`src/rtl/core/drlm_pkg.sv`:
```
// Shared types and constants for the dirty rectangle list merger.
// Used by drlm_clip, dirty_rect_list_merger and the test bench files; depends on nothing.
`timescale 1ns / 1ps

package drlm_pkg;

    // Command codes carried on the slave-side tuser.
    localparam logic CMD_ADD   = 1'b0;
    localparam logic CMD_DRAIN = 1'b1;

    // Configuration register indexes.
    localparam logic [1:0] CFG_WIDTH  = 2'd0;
    localparam logic [1:0] CFG_HEIGHT = 2'd1;
    localparam logic [1:0] CFG_BYPASS = 2'd2;

    localparam logic [14:0] WIDTH_RESET  = 15'd320;
    localparam logic [14:0] HEIGHT_RESET = 15'd200;

    // Raw signed edges as they arrive, left in the lowest bits.
    typedef struct packed {
        logic [15:0] bottom;
        logic [15:0] right;
        logic [15:0] top;
        logic [15:0] left;
    } t_edges;

    // A stored rectangle, left in the lowest bits.
    typedef struct packed {
        logic [14:0] bottom;
        logic [14:0] right;
        logic [14:0] top;
        logic [14:0] left;
    } t_rect;

    // Result of the clip stage handed to the sequencer.
    typedef struct packed {
        logic  drop;
        t_rect rect;
    } t_clip;

    typedef enum logic [3:0] {
        ST_IDLE,
        ST_CLIP,
        ST_DECIDE,
        ST_SCAN,
        ST_SHIFT_RD,
        ST_SHIFT_WR,
        ST_INSERT,
        ST_DRAIN,
        ST_EMIT
    } t_state;

endpackage

```
`src/rtl/core/drlm_clip.sv`:
```
// Two-stage clip unit: orders the edges, then drops, clamps and aligns a rectangle.
// Depends on drlm_pkg.
`timescale 1ns / 1ps

module drlm_clip #(
    parameter int ALIGN_MASK_BITS = 4
) (
    input  logic            i_clk,
    input  logic            i_load,
    input  drlm_pkg::t_edges i_edges,
    input  logic [14:0]     i_width,
    input  logic [14:0]     i_height,
    output drlm_pkg::t_clip o_res
);
    import drlm_pkg::*;

    localparam logic [14:0] ALIGN_MASK = 15'((1 << ALIGN_MASK_BITS) - 1);

    logic [15:0] r_l, r_t, r_r, r_b;
    t_clip       r_res;
    t_clip       n_res;

    logic signed [16:0] w_wmax, w_hmax;
    logic [14:0]        w_lc, w_rc, w_tc, w_bc;

    // Stage one: put the edges in order.
    always_ff @(posedge i_clk) begin
        if (i_load) begin
            if ($signed(i_edges.left) > $signed(i_edges.right)) begin
                r_l <= i_edges.right;
                r_r <= i_edges.left;
            end else begin
                r_l <= i_edges.left;
                r_r <= i_edges.right;
            end
            if ($signed(i_edges.top) > $signed(i_edges.bottom)) begin
                r_t <= i_edges.bottom;
                r_b <= i_edges.top;
            end else begin
                r_t <= i_edges.top;
                r_b <= i_edges.bottom;
            end
        end
    end

    assign w_wmax = $signed({2'b00, i_width}) - 17'sd1;
    assign w_hmax = $signed({2'b00, i_height}) - 17'sd1;

    // Once the rectangle is known to overlap the surface, the near edges
    // only need their sign checked and the far edges only the upper bound.
    assign w_lc = r_l[15] ? 15'd0 : r_l[14:0];
    assign w_tc = r_t[15] ? 15'd0 : r_t[14:0];
    assign w_rc = ($signed({r_r[15], r_r}) > w_wmax) ? w_wmax[14:0] : r_r[14:0];
    assign w_bc = ($signed({r_b[15], r_b}) > w_hmax) ? w_hmax[14:0] : r_b[14:0];

    always_comb begin
        n_res.drop = (i_width == 15'd0) || (i_height == 15'd0)
                     || ($signed({r_l[15], r_l}) > w_wmax) || r_r[15]
                     || ($signed({r_t[15], r_t}) > w_hmax) || r_b[15];
        n_res.rect.left   = w_lc & ~ALIGN_MASK;
        n_res.rect.right  = w_rc | ALIGN_MASK;
        n_res.rect.top    = w_tc;
        n_res.rect.bottom = w_bc;
    end

    // Stage two result; stage one holds, so this stays put until the next load while the surface size holds.
    always_ff @(posedge i_clk) begin
        r_res <= n_res;
    end

    assign o_res = r_res;

endmodule

```
`src/rtl/core/dirty_rect_list_merger.sv`:
```
// Top level of the dirty rectangle list merger: sequencer, rectangle memory,
// output register and configuration registers. Depends on drlm_pkg and drlm_clip.
`timescale 1ns / 1ps

// Usage
// Slave channel: tdata carries left, top, right, bottom (16 bits signed each),
// tuser carries the command (add or drain). Master channel: tdata carries the
// rectangle edges, tuser the whole-screen and list-empty flags, tlast marks the
// final result of a drain or of a bypass report. Configuration writes go on
// their own channel, which is always ready; the user must write only while the
// block is idle, which the block itself does not enforce. One request is
// handled at a time; o_s_tready is high only when idle. An add ends after the
// clip and a decision when the rectangle is dropped, when it collapses a full
// list or when it lands in an empty list; else it scans the entries in order,
// with a read and a write per entry moved by an insertion, then the insertion
// itself. A drain emits its entries one by one while the receiver keeps up; an
// empty drain and a bypass add emit one report each. The single memory port
// pair sets this sequencing.
// A stalled receiver holds the output register; a drain waits on it entry by
// entry, as does a bypass add, while any other finished add returns to idle regardless.
// Reset empties the list and restores a 320 by 200 surface with bypass off;
// the memory itself is not cleared.
module dirty_rect_list_merger #(
    parameter int MAX_RECTS       = 30,
    parameter int ALIGN_MASK_BITS = 4
) (
    input  logic        i_clk,
    input  logic        i_rst_n,
    // slave side
    input  logic        i_s_tvalid,
    output logic        o_s_tready,
    input  logic [63:0] i_s_tdata,   // left[15:0], top[31:16], right[47:32], bottom[63:48]
    input  logic [0:0]  i_s_tuser,   // command[0]
    // master side
    output logic        o_m_tvalid,
    input  logic        i_m_tready,
    output logic [63:0] o_m_tdata,   // out_left[14:0], out_top[29:15], out_right[44:30],
                                     // out_bottom[59:45], zero[63:60]
    output logic [1:0]  o_m_tuser,   // whole_screen[0], list_empty[1]
    output logic        o_m_tlast,
    // configuration
    input  logic        i_cfg_valid,
    output logic        o_cfg_ready,
    input  logic [1:0]  i_cfg_index,
    input  logic [14:0] i_cfg_data
);
    import drlm_pkg::*;

    localparam int AW = $clog2(MAX_RECTS);
    localparam int CW = $clog2(MAX_RECTS + 1);

    t_state r_state, n_state;

    logic [14:0]   r_width, r_height;
    logic          r_bypass;
    logic [CW-1:0] r_count, n_count;
    logic [AW-1:0] r_idx, n_idx;
    logic [AW-1:0] r_j, n_j;
    logic          r_whole, n_whole;
    logic          r_empty, n_empty;

    t_rect         r_mem [MAX_RECTS];
    t_rect         r_rd_data;

    logic          w_we, w_re;
    logic [AW-1:0] w_waddr, w_raddr;
    t_rect         w_wdata;

    logic          r_o_valid;
    t_rect         r_o_rect;
    logic          r_o_whole, r_o_empty, r_o_last;
    logic          w_load, w_load_whole, w_load_empty, w_load_last;
    t_rect         w_load_rect;

    logic          w_accept, w_slot_free;
    logic          w_full, w_is_empty;
    logic [CW-1:0] w_idx_inc;
    logic [AW-1:0] w_j_dec;
    logic          w_above, w_clear_of, w_miss;
    t_clip         w_clip;
    t_rect         w_new, w_merged, w_full_rect;

    drlm_clip #(
        .ALIGN_MASK_BITS(ALIGN_MASK_BITS)
    ) u_clip (
        .i_clk   (i_clk),
        .i_load  (w_accept),
        .i_edges (t_edges'(i_s_tdata)),
        .i_width (r_width),
        .i_height(r_height),
        .o_res   (w_clip)
    );

    assign o_s_tready  = (r_state == ST_IDLE);
    assign o_cfg_ready = 1'b1;
    assign w_accept    = i_s_tvalid && o_s_tready;
    assign w_slot_free = !r_o_valid || i_m_tready;

    assign w_new      = w_clip.rect;
    assign w_full     = (r_count >= CW'(MAX_RECTS));
    assign w_is_empty = (r_count == '0);
    assign w_idx_inc  = CW'(r_idx) + CW'(1);
    assign w_j_dec    = r_j - AW'(1);

    // Comparisons of the scanned entry against the new rectangle.
    assign w_above    = (r_rd_data.top > w_new.top);
    assign w_clear_of = (r_rd_data.top > w_new.bottom);
    assign w_miss     = (r_rd_data.bottom < w_new.top);

    assign w_merged.left   = (r_rd_data.left < w_new.left) ? r_rd_data.left : w_new.left;
    assign w_merged.right  = (r_rd_data.right > w_new.right) ? r_rd_data.right : w_new.right;
    assign w_merged.top    = w_above ? w_new.top : r_rd_data.top;
    assign w_merged.bottom = (r_rd_data.bottom > w_new.bottom) ? r_rd_data.bottom
                                                               : w_new.bottom;

    assign w_full_rect.left   = 15'd0;
    assign w_full_rect.top    = 15'd0;
    assign w_full_rect.right  = r_width - 15'd1;
    assign w_full_rect.bottom = r_height - 15'd1;

    // Next state.
    always_comb begin
        n_state = r_state;
        case (r_state)
            ST_IDLE: begin
                if (w_accept) begin
                    if (i_s_tuser[0] == CMD_DRAIN) begin
                        n_state = w_is_empty ? ST_EMIT : ST_DRAIN;
                    end else begin
                        n_state = r_bypass ? ST_EMIT : ST_CLIP;
                    end
                end
            end
            ST_CLIP: begin
                n_state = ST_DECIDE;
            end
            ST_DECIDE: begin
                if (w_clip.drop || w_full || w_is_empty) begin
                    n_state = ST_IDLE;
                end else begin
                    n_state = ST_SCAN;
                end
            end
            ST_SCAN: begin
                if (w_above && w_clear_of) begin
                    n_state = ST_SHIFT_RD;
                end else if (w_above || !w_miss || w_idx_inc == r_count) begin
                    n_state = ST_IDLE;
                end
            end
            ST_SHIFT_RD: begin
                n_state = ST_SHIFT_WR;
            end
            ST_SHIFT_WR: begin
                n_state = (w_j_dec == r_idx) ? ST_INSERT : ST_SHIFT_RD;
            end
            ST_INSERT: begin
                n_state = ST_IDLE;
            end
            ST_DRAIN: begin
                if (w_slot_free && w_idx_inc == r_count) begin
                    n_state = ST_IDLE;
                end
            end
            ST_EMIT: begin
                if (w_slot_free) begin
                    n_state = ST_IDLE;
                end
            end
            default: begin
                n_state = ST_IDLE;
            end
        endcase
    end

    // Memory control, counters and output register loads.
    always_comb begin
        n_count      = r_count;
        n_idx        = r_idx;
        n_j          = r_j;
        n_whole      = r_whole;
        n_empty      = r_empty;
        w_we         = 1'b0;
        w_waddr      = r_idx;
        w_wdata      = w_new;
        w_re         = 1'b0;
        w_raddr      = '0;
        w_load       = 1'b0;
        w_load_rect  = '0;
        w_load_whole = 1'b0;
        w_load_empty = 1'b0;
        w_load_last  = 1'b0;
        case (r_state)
            ST_IDLE: begin
                if (w_accept) begin
                    n_idx   = '0;
                    n_whole = (i_s_tuser[0] == CMD_ADD);
                    n_empty = (i_s_tuser[0] == CMD_DRAIN);
                    w_re    = (i_s_tuser[0] == CMD_DRAIN);
                end
            end
            ST_DECIDE: begin
                if (!w_clip.drop) begin
                    if (w_full) begin
                        w_we    = 1'b1;
                        w_waddr = '0;
                        w_wdata = w_full_rect;
                        n_count = CW'(1);
                    end else if (w_is_empty) begin
                        w_we    = 1'b1;
                        w_waddr = '0;
                        n_count = CW'(1);
                    end else begin
                        w_re  = 1'b1;
                        n_idx = '0;
                    end
                end
            end
            ST_SCAN: begin
                if (w_above && w_clear_of) begin
                    n_j = r_count[AW-1:0];
                end else if (w_above || !w_miss) begin
                    w_we    = 1'b1;
                    w_wdata = w_merged;
                end else if (w_idx_inc == r_count) begin
                    // Ran past every entry: append at the end.
                    w_we    = 1'b1;
                    w_waddr = r_count[AW-1:0];
                    n_count = r_count + CW'(1);
                end else begin
                    w_re    = 1'b1;
                    w_raddr = w_idx_inc[AW-1:0];
                    n_idx   = w_idx_inc[AW-1:0];
                end
            end
            ST_SHIFT_RD: begin
                w_re    = 1'b1;
                w_raddr = w_j_dec;
            end
            ST_SHIFT_WR: begin
                w_we    = 1'b1;
                w_waddr = r_j;
                w_wdata = r_rd_data;
                n_j     = w_j_dec;
            end
            ST_INSERT: begin
                w_we    = 1'b1;
                n_count = r_count + CW'(1);
            end
            ST_DRAIN: begin
                if (w_slot_free) begin
                    w_load      = 1'b1;
                    w_load_rect = r_rd_data;
                    w_load_last = (w_idx_inc == r_count);
                    if (w_idx_inc == r_count) begin
                        n_count = '0;
                    end else begin
                        w_re    = 1'b1;
                        w_raddr = w_idx_inc[AW-1:0];
                        n_idx   = w_idx_inc[AW-1:0];
                    end
                end
            end
            ST_EMIT: begin
                if (w_slot_free) begin
                    w_load       = 1'b1;
                    w_load_whole = r_whole;
                    w_load_empty = r_empty;
                    w_load_last  = 1'b1;
                end
            end
            default: begin
                n_count = r_count;
            end
        endcase
    end

    always_ff @(posedge i_clk) begin
        if (!i_rst_n) begin
            r_state   <= ST_IDLE;
            r_count   <= '0;
            r_o_valid <= 1'b0;
            r_width   <= WIDTH_RESET;
            r_height  <= HEIGHT_RESET;
            r_bypass  <= 1'b0;
        end else begin
            r_state <= n_state;
            r_count <= n_count;
            if (w_load) begin
                r_o_valid <= 1'b1;
            end else if (i_m_tready) begin
                r_o_valid <= 1'b0;
            end
            if (i_cfg_valid) begin
                case (i_cfg_index)
                    CFG_WIDTH:  r_width  <= i_cfg_data;
                    CFG_HEIGHT: r_height <= i_cfg_data;
                    CFG_BYPASS: r_bypass <= i_cfg_data[0];
                    default:    r_bypass <= r_bypass;
                endcase
            end
        end
    end

    always_ff @(posedge i_clk) begin
        r_idx   <= n_idx;
        r_j     <= n_j;
        r_whole <= n_whole;
        r_empty <= n_empty;
        if (w_load) begin
            r_o_rect  <= w_load_rect;
            r_o_whole <= w_load_whole;
            r_o_empty <= w_load_empty;
            r_o_last  <= w_load_last;
        end
    end

    // Rectangle memory: one write and one registered read per cycle.
    always_ff @(posedge i_clk) begin
        if (w_we) begin
            r_mem[w_waddr] <= w_wdata;
        end
        if (w_re) begin
            r_rd_data <= r_mem[w_raddr];
        end
    end

    assign o_m_tvalid = r_o_valid;
    assign o_m_tdata  = {4'b0000, r_o_rect};
    assign o_m_tuser  = {r_o_empty, r_o_whole};
    assign o_m_tlast  = r_o_last;

    a_count_bound: assert property (@(posedge i_clk) disable iff (!i_rst_n)
        r_count <= CW'(MAX_RECTS))
        else $error("rectangle count exceeds the list depth");

    a_no_overwrite: assert property (@(posedge i_clk) disable iff (!i_rst_n)
        w_load |-> (!r_o_valid || i_m_tready))
        else $error("pending result overwritten");

    a_drain_clears: assert property (@(posedge i_clk) disable iff (!i_rst_n)
        (r_state == ST_DRAIN && w_load && w_load_last) |=> (r_count == '0))
        else $error("list not emptied after final drain result");

    a_insert_grows: assert property (@(posedge i_clk) disable iff (!i_rst_n)
        (r_state == ST_INSERT) |=> (r_count == $past(r_count) + CW'(1)))
        else $error("insertion did not grow the list");

    a_write_in_list: assert property (@(posedge i_clk) disable iff (!i_rst_n)
        w_we |-> (CW'(w_waddr) <= r_count))
        else $error("memory write beyond the end of the list");

endmodule

```
`config.mk`:
```
export PLATFORM = sky130hd
export DESIGN_NAME = dirty_rect_list_merger
export DESIGN_NICKNAME = d
export VERILOG_FILES = /design/src/rtl/core/drlm_pkg.sv /design/src/rtl/core/drlm_clip.sv /design/src/rtl/core/dirty_rect_list_merger.sv
export SDC_FILE = /design/constraint.sdc
export NUM_CORES = 2
export LEC_CHECK = 0
export BUFFER_PORTS_ARGS = -buffer_cell sky130_fd_sc_hd__buf_2
export CAP_MARGIN = 20
export CORE_MARGIN = 1.5
export CORE_UTILIZATION = 56
export CTS_BUF_LIST = sky130_fd_sc_hd__clkbuf_4 sky130_fd_sc_hd__clkbuf_8
export DETAILED_ROUTE_END_ITERATION = 7
export PLACE_DENSITY = 0.82
export REMOVE_ABC_BUFFERS = 1
export SLEW_MARGIN = 20
export SYNTH_ARGS = -nofsm -noshare
export SYNTH_HDL_FRONTEND = slang
export SYNTH_HIERARCHICAL = 1
export SYNTH_SLANG_ARGS = --single-unit
```
`constraint.sdc`:
```
create_clock -name i_clk -period 5.35 [get_ports i_clk]
set_input_delay 0.2675 -clock i_clk [delete_from_list [all_inputs] [get_ports i_clk]]
set_output_delay 0.2675 -clock i_clk [all_outputs]
set_load 0.05 [all_outputs]
```
==> results.toml <==
[setup_path]
crit_path_frequent_cell = "ha_1"
cp-end-kind = "register"
crit_fanout = 11
crit_buf_inv = 1
cp_top_family = "compound AO/OA/AOI/OAI gates"
crit_path_start_kind = "register"
max_stage_delay_ns = 0.75
worstPathArrival_ns = 5.78
path_class = "register to register"
cp.required_ns = 6.24
crit_path_cell_trace = "inv_1 -> ha_1 -> nor3b_1 -> nand2_1 -> xor2_1 -> ha_1 -> nand4_1 -> a21oi_1 -> a211oi_1 -> or3_1 -> nand3_2 -> a31oi_4 -> mux2i_1"
worst_path_max_delay_cell = "a211oi_1"

[floorplanning]
die_h_um = 400
die_w_um = 400
rows = 145
ios = 157
dieArea_um2 = 160000
core_area_um2 = 157000
start_util = 0.565

[synth]
seq_area_frac_synth = 0.700
synthFlopType = "edfxtp_1"
yosys_warnings = 6
syn_avg_cell_area_um2 = 16.7
synth_edf_count = 1999
async_reset_ff_frac = 0
synth_area_um2 = 88400
synthCells = 5304
ys_ff_latch = 2093
netlist-cell-type-count = 90

[power_and_ir_drop]
powerDensity_nw_per_um2 = 380
p_sw_uw = 10100
switching_share = 0.261
p_leak_uw = 0.0345
clock_power_share = 0.356
peakVddDrop_mv = 0.296
p_int_uw = 28500
total_power_uw = 38500
p_comb_frac = 0.126
p_seq_frac = 0.518

[routing]
drt_iter0_markers = 10000
num_vias = 57100
wirelength_mm = 271
remaining_drc_errors = 0
vias_per_cell = 7.03
avgRoutedWirePerCell_um = 33.3
antenna_left = 0
dr.pass1.iters = 6

[cells_and_area]
fin_cells = 8125
area_growth_pct = 14.8
stdcell_area_um2 = 102000
regArea_um2 = 61900
finish.utilization = 0.648
nets = 6092
drive_gt1_frac = 0.228
multi_input_area_um2 = 25000
fillers = 9997

[timing]
fmax_mhz = 205
hold_violations = 0
slew_headroom = 0.236
rsz0062_at_grt = "false"
finalClockSkew_ns = 0.0853
setup_violations = 0
max_slew.worst_pin.slew_ns = 1.15
period_share = 0.914
drv_slew = 0
period_minus_slack_ns = 4.89
finalSetupTns_ns = 0

[grt]
grtUsageTotal = 0.333
grt_pass1_wl_mm = 384
first_global_vias = 56000
grt_start_max_net_pins = 92
overflow = 0
grt_antenna_before_repair = 13

[clock_network]
numCtsBuffers = 333
cts_sinks = 2093
cts_hold_buf = 146
cts_tree = "done"
post_cts_buffers = 0
post_cts_resized = 0
cts_root_buf = "clkbuf_8"
worst_skew_pair.late_latency_ns = 1.04
cts_max_level = 5
clk_pin_slew_ns = 0.07
cts_buffer_depth = 4

[status]
status = "completed"

[place]
placed_cell_area_um2 = 93400
hpwl_mm = 150
io_buffers = 151
gp_congestion = 0.975
dp.cells = 7390

[run]
maxCapViolations = 0

[hold_path]
hold_class = "input port to register"
## tightest hold or removal path: cells and delay by family
family,cells,cell delay (ns)
and+or+nand+nor,2,0.16
buffers and inverters,2,0.70
## power by group through the flow
stage                     Sequential (µW)  Clock, µW  Combinational, µW
final                               20000      13700               4860
after global placement              20200          0               4350
after floorplan                     20200          0               2880
after CTS                           19900      13700               4680
after global routing                20000      14400               5150
after detailed placement            20200          0               4550
## flip-flops by register name, summed over array words and instances, names as in the netlist, 4 cells and up
name,count
o_m_tdata,60
r_count,5
r_height,15
r_idx,5
r_j,5
r_mem,1800
r_rd_data,60
r_state,4
r_width,15
u_clip/o_res,53
u_clip/r_b,16
u_clip/r_l,16
u_clip/r_r,16
u_clip/r_t,16
## logic make-up after synthesis
kind of cell             count (synthesis)  share of synthesized area
flip-flops                            2093                      0.700
AND/OR/NAND/NOR                        996                     0.0599
AO/OA/AOI/OAI                          876                     0.0721
multiplexers                           566                      0.107
buffers and inverters                  499                     0.0253
adder cells (fa/ha/maj)                194                     0.0274
XOR/XNOR                                76                    0.00802
other                                    4                   0.000170
## routing by layer
layer | GRT usage | wire (µm) | vias up
met4 | 0.204 | 19000 | 8
met1 | 0.434 | 91400 | 28100
met3 | 0.0904 | 38700 | 1107
met2 | 0.502 | 121000 | 5232
met5 | 0 | 49 | -
li1 | - | - | 22700
## synth_stat cells, types with 16 or more instances
library cell,instances,share of area
nor4_1,192,0.014
a22o_1,16,0.0016
o22ai_1,88,0.0062
a22oi_1,17,0.0014
a21o_1,39,0.0033
nor3_1,145,0.0082
edfxtp_1,1999,0.68
nor2b_1,44,0.0031
o21a_1,81,0.0069
o2111ai_1,18,0.0018
mux2_2,65,0.0083
nand2_1,157,0.0067
a21oi_1,131,0.0074
buf_4,57,0.0048
xor2_1,33,0.0033
inv_1,141,0.0060
nand4_1,27,0.0019
o21ai_0,69,0.0039
clkbuf_1,217,0.0092
a221o_1,19,0.0022
buf_2,71,0.0040
a211o_1,60,0.0059
a2111oi_0,35,0.0035
ha_1,191,0.027
nor2_1,151,0.0064
mux2i_1,205,0.023
nand3_1,49,0.0028
mux4_2,296,0.075
dfxtp_1,94,0.021
a211oi_1,41,0.0035
a31oi_1,66,0.0047
a221oi_1,61,0.0060
a311oi_1,57,0.0056
xnor2_1,40,0.0040
and3_1,174,0.012
## final timing paths
path | cells after the start | slack [ns] | to | from
worst min register to register | 1 | 0.52 | r_o_empty$_SDFFCE_PN0P_ | r_empty$_DFFE_PP_
worst max-delay path | 13 | 0.46 | u_clip/o_res[35]$_DFF_P_ | r_width[0]$_SDFFE_PN0P_
worst min-delay path | 4 | 0.13 | r_height[6]$_SDFFE_PN1P_ | i_cfg_data[6]
worst max register to register | 13 | 0.46 | u_clip/o_res[35]$_DFF_P_ | r_width[0]$_SDFFE_PN0P_
## through the flow
| step | hold slack, ns | setup slack (ns) |
|---|---|---|
| 2_1_floorplan | 0.339 | -26.90 |
| 3_3_place_gp | 0.510 | 0.719 |
| 3_5_place_dp | 0.508 | 0.642 |
| 4_1_cts | 0.0656 | 0.606 |
| 5_1_grt | 0.0926 | 0.390 |
| 6_report | 0.127 | 0.460 |
## cells in the final DEF (no fill, tap or decap), drive strengths merged, types with 14 or more instances in the layout
cell type / netlist / final
clkbuf: 218 / 454
nor3: 146 / 146
dfxtp: 94 / 94
a22oi: 17 / 17
mux2: 65 / 65
xor2: 33 / 33
a211o: 60 / 60
a21o: 39 / 39
nand3: 50 / 50
o311ai: 16 / 16
mux4: 296 / 296
o21a: 82 / 82
buf: 139 / 377
o21ai: 74 / 74
mux2i: 205 / 205
a22o: 16 / 16
clkinv: 0 / 104
nand4: 27 / 27
a211oi: 41 / 41
a221oi: 61 / 61
o22ai: 88 / 88
ha: 191 / 191
inv: 142 / 144
xnor2: 40 / 40
dlygate4sd3: 0 / 146
nor2b: 45 / 45
a2111oi: 35 / 35
nand2: 157 / 157
o2111ai: 18 / 18
edfxtp: 1999 / 1999
a21oi: 132 / 132
and3: 174 / 174
a311oi: 58 / 58
a31oi: 69 / 69
bufinv: 0 / 14
nor4: 192 / 192
nor2: 151 / 151
a221o: 19 / 19
## area by class of cell
class                      instances  share of cell area
clock buffer                     454              0.0557
sequential                      2093               0.610
clock inverter                   124             0.00907
antenna                           10            0.000247
timing repair buffer             523              0.0483
multi-input combinational       2721               0.246
tap                             2058              0.0254
inverter                         142             0.00525
No activity file was read; power rests on OpenSTA's default activity.
